File: src/hw/rtl/wcp_pkg.sv
package wcp_pkg;

   localparam int CNT_W             = 6;
   localparam int CHAR_W            = 8;
   localparam int MAX_FIELD_DEFAULT = 63;
   localparam int QUEUE_DEPTH       = 4;

   localparam logic [CNT_W-1:0]  FIELD_RESET = 6'd50;
   localparam logic [CHAR_W-1:0] CHAR_SPACE  = 8'h20;
   localparam logic [CHAR_W-1:0] CHAR_DOT    = 8'h2E;
   localparam logic [CHAR_W-1:0] CHAR_TAB    = 8'h09;
   localparam logic [CHAR_W-1:0] CHAR_CR     = 8'h0D;
   localparam logic [CHAR_W-1:0] CHAR_NUL    = 8'h00;

   typedef struct packed {
      logic              ovf;
      logic              has_space;
      logic              has_char;
      logic              last;
      logic [CHAR_W-1:0] char_val;
      logic [CNT_W-1:0]  pad_cnt;
      logic [CNT_W-1:0]  words_pre;
      logic [CNT_W-1:0]  words_post;
   } wcp_cmd_type;

   typedef struct packed {
      logic full;
      logic empty;
   } wcp_qstat_type;

endpackage

File: src/hw/rtl/wcp_front.sv
module wcp_front #(
   parameter int MAX_FIELD = wcp_pkg::MAX_FIELD_DEFAULT
) (
   input  logic                       clock,
   input  logic                       reset,
   input  logic [wcp_pkg::CNT_W-1:0]  field_length,
   input  logic                       req_valid,
   output logic                       req_stall,
   input  logic [wcp_pkg::CHAR_W-1:0] req_char_in,
   input  logic                       req_end_of_string,
   input  wcp_pkg::wcp_qstat_type     q_stat,
   output logic                       push,
   output wcp_pkg::wcp_cmd_type       push_data
);
   import wcp_pkg::*;

   logic [CNT_W-1:0] written_ff, written_in;
   logic             pending_ff, pending_in;
   logic             started_ff, started_in;
   logic             in_word_ff, in_word_in;
   logic [CNT_W-1:0] words_ff, words_in;
   logic             ovf_ff, ovf_in;

   logic [CNT_W-1:0] limit;
   logic             accept;
   logic             is_ws;
   logic             clear;
   logic             emit;
   wcp_cmd_type      cmd;

   assign req_stall = q_stat.full;
   assign accept    = req_valid && !req_stall;
   assign limit     = (field_length > CNT_W'(MAX_FIELD)) ? CNT_W'(MAX_FIELD) : field_length;
   assign is_ws     = (req_char_in == CHAR_SPACE) ||
                      ((req_char_in >= CHAR_TAB) && (req_char_in <= CHAR_CR));

   always_comb begin
      written_in = written_ff;
      pending_in = pending_ff;
      started_in = started_ff;
      in_word_in = in_word_ff;
      words_in   = words_ff;
      ovf_in     = ovf_ff;
      clear      = 1'b0;
      emit       = 1'b0;
      cmd        = '0;
      if (ovf_ff) begin
         if (req_end_of_string) begin
            emit           = 1'b1;
            cmd.ovf        = 1'b1;
            cmd.last       = 1'b1;
            cmd.words_post = words_ff;
            clear          = 1'b1;
         end
      end else if (written_ff >= limit) begin
         ovf_in         = 1'b1;
         emit           = 1'b1;
         cmd.ovf        = 1'b1;
         cmd.last       = req_end_of_string;
         cmd.words_post = words_ff;
         clear          = req_end_of_string;
      end else begin
         if (is_ws) begin
            if (started_ff && !pending_ff) begin
               pending_in = 1'b1;
               written_in = written_ff + CNT_W'(1);
            end
            in_word_in = 1'b0;
         end else begin
            cmd.has_space = pending_ff;
            cmd.words_pre = words_ff;
            pending_in    = 1'b0;
            if (req_char_in == CHAR_DOT) begin
               in_word_in = 1'b0;
            end else if (!in_word_ff) begin
               in_word_in = 1'b1;
               words_in   = words_ff + CNT_W'(1);
            end
            cmd.has_char = 1'b1;
            cmd.char_val = req_char_in;
            written_in   = written_ff + CNT_W'(1);
            started_in   = 1'b1;
         end
         cmd.words_post = words_in;
         if (req_end_of_string) begin
            if (pending_in) begin
               written_in = written_in - CNT_W'(1);
            end
            cmd.pad_cnt = limit - written_in;
            cmd.last    = 1'b1;
            emit        = 1'b1;
            clear       = 1'b1;
         end else begin
            emit = cmd.has_char;
         end
      end
   end

   assign push      = accept && emit;
   assign push_data = cmd;

   always_ff @(posedge clock) begin
      if (reset) begin
         written_ff <= '0;
         pending_ff <= 1'b0;
         started_ff <= 1'b0;
         in_word_ff <= 1'b0;
         words_ff   <= '0;
         ovf_ff     <= 1'b0;
      end else if (accept) begin
         if (clear) begin
            written_ff <= '0;
            pending_ff <= 1'b0;
            started_ff <= 1'b0;
            in_word_ff <= 1'b0;
            words_ff   <= '0;
            ovf_ff     <= 1'b0;
         end else begin
            written_ff <= written_in;
            pending_ff <= pending_in;
            started_ff <= started_in;
            in_word_ff <= in_word_in;
            words_ff   <= words_in;
            ovf_ff     <= ovf_in;
         end
      end
   end

   a_idle_string_empty: assert property (@(posedge clock) disable iff (reset)
      !started_ff |-> (written_ff == '0) && !pending_ff)
      else $error("string without text holds a count");

endmodule

File: src/hw/rtl/wcp_queue.sv
module wcp_queue (
   input  logic                   clock,
   input  logic                   reset,
   input  logic                   push,
   input  wcp_pkg::wcp_cmd_type   push_data,
   input  logic                   pop,
   output wcp_pkg::wcp_cmd_type   head,
   output wcp_pkg::wcp_qstat_type q_stat
);
   import wcp_pkg::*;

   localparam int PTR_W = $clog2(QUEUE_DEPTH);

   wcp_cmd_type      entries_ff [QUEUE_DEPTH];
   logic [PTR_W-1:0] wr_ptr_ff, wr_ptr_in;
   logic [PTR_W-1:0] rd_ptr_ff, rd_ptr_in;
   logic [PTR_W:0]   count_ff, count_in;

   always_comb begin
      wr_ptr_in = push ? wr_ptr_ff + PTR_W'(1) : wr_ptr_ff;
      rd_ptr_in = pop ? rd_ptr_ff + PTR_W'(1) : rd_ptr_ff;
      count_in  = count_ff;
      if (push && !pop) begin
         count_in = count_ff + (PTR_W+1)'(1);
      end else if (pop && !push) begin
         count_in = count_ff - (PTR_W+1)'(1);
      end
   end

   assign head         = entries_ff[rd_ptr_ff];
   assign q_stat.full  = (count_ff == (PTR_W+1)'(QUEUE_DEPTH));
   assign q_stat.empty = (count_ff == '0);

   always_ff @(posedge clock) begin
      if (push) begin
         entries_ff[wr_ptr_ff] <= push_data;
      end
   end

   always_ff @(posedge clock) begin
      if (reset) begin
         wr_ptr_ff <= '0;
         rd_ptr_ff <= '0;
         count_ff  <= '0;
      end else begin
         wr_ptr_ff <= wr_ptr_in;
         rd_ptr_ff <= rd_ptr_in;
         count_ff  <= count_in;
      end
   end

   a_no_push_full: assert property (@(posedge clock) disable iff (reset)
      q_stat.full |-> !push || pop)
      else $error("push into a full queue");

   a_no_pop_empty: assert property (@(posedge clock) disable iff (reset)
      q_stat.empty |-> !pop)
      else $error("pop from an empty queue");

endmodule

File: src/hw/rtl/wcp_back.sv
module wcp_back (
   input  logic                       clock,
   input  logic                       reset,
   input  wcp_pkg::wcp_cmd_type       head,
   input  wcp_pkg::wcp_qstat_type     q_stat,
   output logic                       pop,
   output logic                       rsp_valid,
   input  logic                       rsp_stall,
   output logic [wcp_pkg::CHAR_W-1:0] rsp_char_out,
   output logic                       rsp_is_padding,
   output logic                       rsp_overflow,
   output logic [wcp_pkg::CNT_W-1:0]  rsp_word_total,
   output logic                       rsp_last_out
);
   import wcp_pkg::*;

   typedef enum logic [2:0] {
      PH_HEAD = 3'b001,
      PH_CHAR = 3'b010,
      PH_PAD  = 3'b100
   } wcp_phase_type;

   wcp_phase_type     phase_ff, phase_in;
   logic [CNT_W-1:0]  dots_ff, dots_in;
   logic              valid_ff, valid_in;
   logic [CHAR_W-1:0] char_ff, char_in;
   logic              pad_ff, pad_in;
   logic              ovf_ff, ovf_in;
   logic [CNT_W-1:0]  words_ff, words_in;
   logic              last_ff, last_in;

   logic load;
   logic fire;
   logic final_beat;

   assign load = !valid_ff || !rsp_stall;
   assign fire = load && !q_stat.empty;

   always_comb begin
      phase_in   = phase_ff;
      dots_in    = dots_ff;
      char_in    = CHAR_DOT;
      pad_in     = 1'b0;
      ovf_in     = 1'b0;
      words_in   = head.words_post;
      last_in    = 1'b0;
      final_beat = 1'b0;
      unique case (phase_ff)
         PH_HEAD: begin
            if (head.ovf) begin
               char_in    = CHAR_NUL;
               ovf_in     = 1'b1;
               last_in    = head.last;
               final_beat = 1'b1;
            end else if (head.has_space) begin
               char_in  = CHAR_SPACE;
               words_in = head.words_pre;
               phase_in = PH_CHAR;
            end else if (head.has_char) begin
               char_in    = head.char_val;
               final_beat = (head.pad_cnt == '0);
               last_in    = head.last && final_beat;
               phase_in   = final_beat ? PH_HEAD : PH_PAD;
               dots_in    = '0;
            end else begin
               pad_in     = 1'b1;
               final_beat = (head.pad_cnt == CNT_W'(1));
               last_in    = final_beat;
               phase_in   = final_beat ? PH_HEAD : PH_PAD;
               dots_in    = CNT_W'(1);
            end
         end
         PH_CHAR: begin
            char_in    = head.char_val;
            final_beat = (head.pad_cnt == '0);
            last_in    = head.last && final_beat;
            phase_in   = final_beat ? PH_HEAD : PH_PAD;
            dots_in    = '0;
         end
         PH_PAD: begin
            pad_in     = 1'b1;
            dots_in    = dots_ff + CNT_W'(1);
            final_beat = (dots_in == head.pad_cnt);
            last_in    = final_beat;
            phase_in   = final_beat ? PH_HEAD : PH_PAD;
         end
         default: begin
            phase_in = PH_HEAD;
         end
      endcase
      valid_in = fire ? 1'b1 : (load ? 1'b0 : valid_ff);
   end

   assign pop = fire && final_beat;

   always_ff @(posedge clock) begin
      if (reset) begin
         phase_ff <= PH_HEAD;
         dots_ff  <= '0;
         valid_ff <= 1'b0;
      end else begin
         valid_ff <= valid_in;
         if (fire) begin
            phase_ff <= phase_in;
            dots_ff  <= dots_in;
         end
      end
   end

   always_ff @(posedge clock) begin
      if (fire) begin
         char_ff  <= char_in;
         pad_ff   <= pad_in;
         ovf_ff   <= ovf_in;
         words_ff <= words_in;
         last_ff  <= last_in;
      end
   end

   assign rsp_valid      = valid_ff;
   assign rsp_char_out   = char_ff;
   assign rsp_is_padding = pad_ff;
   assign rsp_overflow   = ovf_ff;
   assign rsp_word_total = words_ff;
   assign rsp_last_out   = last_ff;

   a_mid_cmd_has_head: assert property (@(posedge clock) disable iff (reset)
      (phase_ff != PH_HEAD) |-> !q_stat.empty)
      else $error("command in progress without a queued entry");

   a_char_phase_valid: assert property (@(posedge clock) disable iff (reset)
      (phase_ff == PH_CHAR) |-> head.has_char && !head.ovf)
      else $error("character phase on a command without a character");

   a_pad_in_range: assert property (@(posedge clock) disable iff (reset)
      (phase_ff == PH_PAD) |-> (dots_ff < head.pad_cnt) && head.last)
      else $error("padding count past its target");

endmodule

File: src/hw/rtl/whitespace_collapse_pad.sv
// Whitespace normalizer with dot padding. Each req beat carries one character and an
// end-of-string mark; non-whitespace passes through, a whitespace run after text becomes
// one space that is sent only ahead of the next visible character, and the end-of-string
// beat is followed by dots up to the field length, with the word count on every rsp beat.
// A front stage classifies one character per cycle, unless the four-entry queue is full,
// into a command held in that queue; a back stage sends one rsp beat per cycle from it
// while it is not empty and rsp_stall is low. A character that releases a held space goes
// out as a space beat, then its own beat; a string's last character is followed by one beat
// per padding dot. A string over the field length yields an overflow beat, plus one marked
// last at its end-of-string beat if later; excess characters are dropped. The csr channel,
// always ready, writes the field length; values above MAX_FIELD act as MAX_FIELD.
module whitespace_collapse_pad #(
   parameter int MAX_FIELD = wcp_pkg::MAX_FIELD_DEFAULT
) (
   input  logic                       clock,
   input  logic                       reset,
   input  logic                       req_valid,
   output logic                       req_stall,
   input  logic [wcp_pkg::CHAR_W-1:0] req_char_in,
   input  logic                       req_end_of_string,
   output logic                       rsp_valid,
   input  logic                       rsp_stall,
   output logic [wcp_pkg::CHAR_W-1:0] rsp_char_out,
   output logic                       rsp_is_padding,
   output logic                       rsp_overflow,
   output logic [wcp_pkg::CNT_W-1:0]  rsp_word_total,
   output logic                       rsp_last_out,
   input  logic                       csr_valid,
   output logic                       csr_ready,
   input  logic [wcp_pkg::CNT_W-1:0]  csr_field_length
);
   import wcp_pkg::*;

   logic [CNT_W-1:0] field_length_ff;
   logic             push;
   logic             pop;
   wcp_cmd_type      push_data;
   wcp_cmd_type      head;
   wcp_qstat_type    q_stat;

   assign csr_ready = 1'b1;

   always_ff @(posedge clock) begin
      if (reset) begin
         field_length_ff <= FIELD_RESET;
      end else if (csr_valid && csr_ready) begin
         field_length_ff <= csr_field_length;
      end
   end

   wcp_front #(
      .MAX_FIELD (MAX_FIELD)
   ) u_front (
      .clock             (clock),
      .reset             (reset),
      .field_length      (field_length_ff),
      .req_valid         (req_valid),
      .req_stall         (req_stall),
      .req_char_in       (req_char_in),
      .req_end_of_string (req_end_of_string),
      .q_stat            (q_stat),
      .push              (push),
      .push_data         (push_data)
   );

   wcp_queue u_queue (
      .clock     (clock),
      .reset     (reset),
      .push      (push),
      .push_data (push_data),
      .pop       (pop),
      .head      (head),
      .q_stat    (q_stat)
   );

   wcp_back u_back (
      .clock          (clock),
      .reset          (reset),
      .head           (head),
      .q_stat         (q_stat),
      .pop            (pop),
      .rsp_valid      (rsp_valid),
      .rsp_stall      (rsp_stall),
      .rsp_char_out   (rsp_char_out),
      .rsp_is_padding (rsp_is_padding),
      .rsp_overflow   (rsp_overflow),
      .rsp_word_total (rsp_word_total),
      .rsp_last_out   (rsp_last_out)
   );

endmodule
File: config.mk
export PLATFORM = sky130hd
export DESIGN_NAME = whitespace_collapse_pad
export DESIGN_NICKNAME = d
export VERILOG_FILES = /design/src/hw/rtl/wcp_pkg.sv /design/src/hw/rtl/wcp_front.sv /design/src/hw/rtl/wcp_queue.sv /design/src/hw/rtl/wcp_back.sv /design/src/hw/rtl/whitespace_collapse_pad.sv
export SDC_FILE = /design/constraint.sdc
export NUM_CORES = 1
export LEC_CHECK = 0
export BUFFER_PORTS_ARGS = -buffer_cell sky130_fd_sc_hd__buf_2
export CORE_ASPECT_RATIO = 0.8
export CORE_MARGIN = 5
export CORE_UTILIZATION = 50
export CTS_CLUSTER_DIAMETER = 50
export CTS_CLUSTER_SIZE = 25
export DETAILED_ROUTE_END_ITERATION = 12
export HOLD_SLACK_MARGIN = 0.15
export PLACE_DENSITY = 0.78
export SYNTH_ARGS = -nofsm -noshare
export SYNTH_HDL_FRONTEND = slang
export SYNTH_SLANG_ARGS = --single-unit
File: constraint.sdc
create_clock -name clock -period 6.7 [get_ports clock]
set_clock_uncertainty 0.2 [all_clocks]
set_input_delay 0.67 -clock clock [delete_from_list [all_inputs] [get_ports clock]]
set_output_delay 0.67 -clock clock [all_outputs]
set_load 0.005 [all_outputs]
==> summary.txt <==
Run status
  – Status: finished, final reports clean

STA
  – RSZ-0062 raised after global routing: no
  – Final Hold Vio Count: 0
  – Pins Over Slew Limit: 0
  – Final critical-path required period: 4.63 ns
  – Final period util: 69.1%
  – Maximum operating frequency: about 220 MHz
  – Worst slew margin: 28.7%
  – Setup TNS Final: 0 ns
  – Measured slew at the worst slew-check pin: roughly 1.1 ns
  – # setup viols final: 0

Logic synthesis
  – Ys flop type: edfxtp_1
  – Synth Net Count: 654
  – Post-synthesis sequential area ratio: 59.7%
  – Mapped cell area: between 0.008 and 0.009 mm²
  – Synthesized area per cell: 13.5 µm²
  – Post-synth EDFFs: 137
  – Synth async-reset ratio: 0%
  – #FFs+latches synth: 178
  – Synth unique cells: 69
  – Post-Synthesis Cells: 613
  – Yosys warnings: 0

Cells and area
  – Design area: 0.00920 mm²
  – Fill cell count: 1287
  – Nets: between 600 and 700
  – ANT cells: 0
  – Share of cells above drive strength 1: 18.3%
  – Commonest non-fill, non-tap cell in the layout: edfxtp_1
  – Post-route insts no fill: 877
  – Most frequent cells in the layout: edfxtp_1 (137), dfxtp_1 (41), buf_2 (38)
  – Area Overhead vs Synth: 11.3%
  – Fin util: between 50% and 60%

Power
  – Worst vdd ir: 0.000175 V
  – Pwr/cell area: 376 mW/mm²
  – PnR Total Power: 3460 µW
  – Leakage: ~0.0033 µW

Floorplanning
  – Die ar.: 0.0192 mm²
  – Initial core utilization: 50.4%
  – Die Y: 125 µm
  – Total core area: roughly 0.016 mm²
  – IO Count: 40
  – Number of core rows: 42
  – Die X: around 150 µm

Detailed routing
  – Routed vias/inst: 5.97
  – Top Metal Used: met4
  – Routed via count: about 5200
  – Initial DRC count: 510
  – Routed length on met3: 1020 µm
  – Wirelength per Cell: between 15 and 20 µm
  – Wl on met1: approximately 7700 µm
  – Routed met2 length: slightly above 8000 µm
  – DRC Markers: 0
  – Post-Route WL: about 17000 µm
  – 1st-pass router iterations: 9
  – Post-route ant nets: 0

Place
  – Dpl cell area: about 0.0086 mm²
  – Dpl hpwl: 11500 µm
  – Post-Place Cells: 845
  – IO buf count: 38
  – Final GP Congestion: 0.879

Clock network
  – Clk sinks: 178
  – CTS tree: yes
  – Post-CTS Setup Inserts: 0
  – Clock slew at reported path FFs: 0.06 ns
  – Post-CTS Resized: 0
  – Hold_buf cts: 0
  – H-tree lvl count: 4
  – CTS buffer count: 17
  – Worst skew pair latency: about 0.43 ns
  – Clk buf depth: 2
  – CTS root buf: clkbuf_16

Global route
  – Largest net degree at the start of global routing: 33
  – Initial antenna violation count: 0
  – Global-route wire length before repair: about 28000 µm
  – Vias in the first global route: ~5400
  – Grt ovf: 0
  – Global-route usage over all layers: a little under a fifth

Critical path
  – CP Buf/Inv Count: 2
  – CP delay by family, top: flip-flops
  – Worst path cell trace: buf_4, mux4_2, xor2_1, a21oi_1, nor2_1, o31ai_2, ha_1, inv_1, fa_1, xor2_1, or3_1, a21oi_1
  – Slowest CP cell: dfxtp_1
  – Kind of critical path: register to register
  – Worst EP arrival: around 4.8 ns
  – Setup crit start kind: register
  – Critical path endpoint category: register
  – Slowest stage delay, CP: 1.02 ns
  – CP max FO: 18
  – Worst path required time: about 7 ns

Job
  – Max_cap viols: 0

Hold path
  – Hold crit path type: input port to register
worst paths after layout:
path	depth (start not counted)	slack, ns	to	start
worst max-delay path	12	2.07	u_queue.count_ff[2]	register
worst min-delay path	3	0.26	field_length_ff[5]	csr_field_length[5]
worst max register to register	12	2.07	u_queue.count_ff[2]	register
worst min register to register	2	0.28	u_back.rsp_valid	u_back.rsp_valid
registers in the layout, indices dropped and copies added, names as in the netlist, 3 cells and up, named ones only:
signal,flops
field_length_ff,6
u_back.dots_ff,6
u_back.phase_ff,3
u_back.rsp_char_out,8
u_back.rsp_word_total,6
u_front.words_ff,6
u_front.written_ff,6
u_queue.count_ff,3
u_queue.entries_ff,120
synthesized netlist by cell type, types with 4 or more instances:
| master | count | area, µm² |
|---|---|---|
| xnor2_1 | 14 | 123 |
| o21a_1 | 5 | 37.5 |
| mux4_2 | 24 | 541 |
| nand3_1 | 14 | 70.1 |
| ha_1 | 19 | 238 |
| nor2_1 | 36 | 135 |
| o21ai_1 | 9 | 45.0 |
| mux2i_1 | 9 | 90.1 |
| edfxtp_1 | 137 | 4110 |
| nand2b_1 | 11 | 68.8 |
| and2_1 | 9 | 56.3 |
| or3_1 | 5 | 31.3 |
| dfxtp_1 | 41 | 821 |
| inv_1 | 19 | 71.3 |
| clkbuf_1 | 22 | 82.6 |
| nor2b_1 | 13 | 81.3 |
| mux4_1 | 6 | 158 |
| nand2_1 | 34 | 128 |
| o21ai_0 | 11 | 55.1 |
| a21oi_1 | 30 | 150 |
| mux2_2 | 7 | 78.8 |
| xor2_1 | 11 | 96.3 |
| nand3b_1 | 7 | 52.6 |
| a21o_1 | 4 | 30.0 |
| and3_1 | 22 | 138 |
| o211ai_1 | 5 | 37.5 |
| a31oi_1 | 5 | 31.3 |
| nor3_1 | 15 | 75.1 |
| nand4_1 | 8 | 50.1 |
through the flow:
step	hold WS (ns)	worst slack, ns
after floorplan	0.257	2.63
after global placement	0.268	2.22
after detailed placement	0.276	1.95
after CTS	0.242	2.00
after global routing	0.268	1.77
final	0.256	2.07
metal layers:
metal,vias up,global-route usage [%]
li1,2406,-
met1,2619,25.3
met2,183,29.7
met3,27,4.53
met4,0,6.02
met5,-,0
cell type report:
type	count	area (µm²)	share of cell area, %
repair buffers	42	220	2.39
multi-input cells	386	3130	34.0
clock buffers	22	464	5.05
inverters	19	71.3	0.775
clock inverters	10	101	1.10
well taps	220	275	2.99
flip-flops and latches	178	4930	53.7
cell families (layout without fill, tap and decap cells):
kind of cell               count (synthesis)  in the layout  synth area share (%)
and+or+nand+nor                          194            194                  13.0
DFF                                      178            178                  59.7
AOI/OAI and AO/OA                         97             97                  7.69
buffers and inverters                     49             93                  2.48
muxes                                     46             46                  10.5
xor gates and xnor gates                  27             27                  3.21
adders and majority gates                 21             21                  3.36
other                                      1              1                0.0454
tightest hold or removal path: stages:
cell and delay, ns:
buf_2 0.07, nand2_1 0.04, o211ai_1 0.07
power by group:
part,internal (µW),switching [µW],total (µW)
Sequential,1420,99.7,1520
Clock,535,416,951
Combinational,436,546,982
Note: power is estimated with default switching activity, not from simulation.
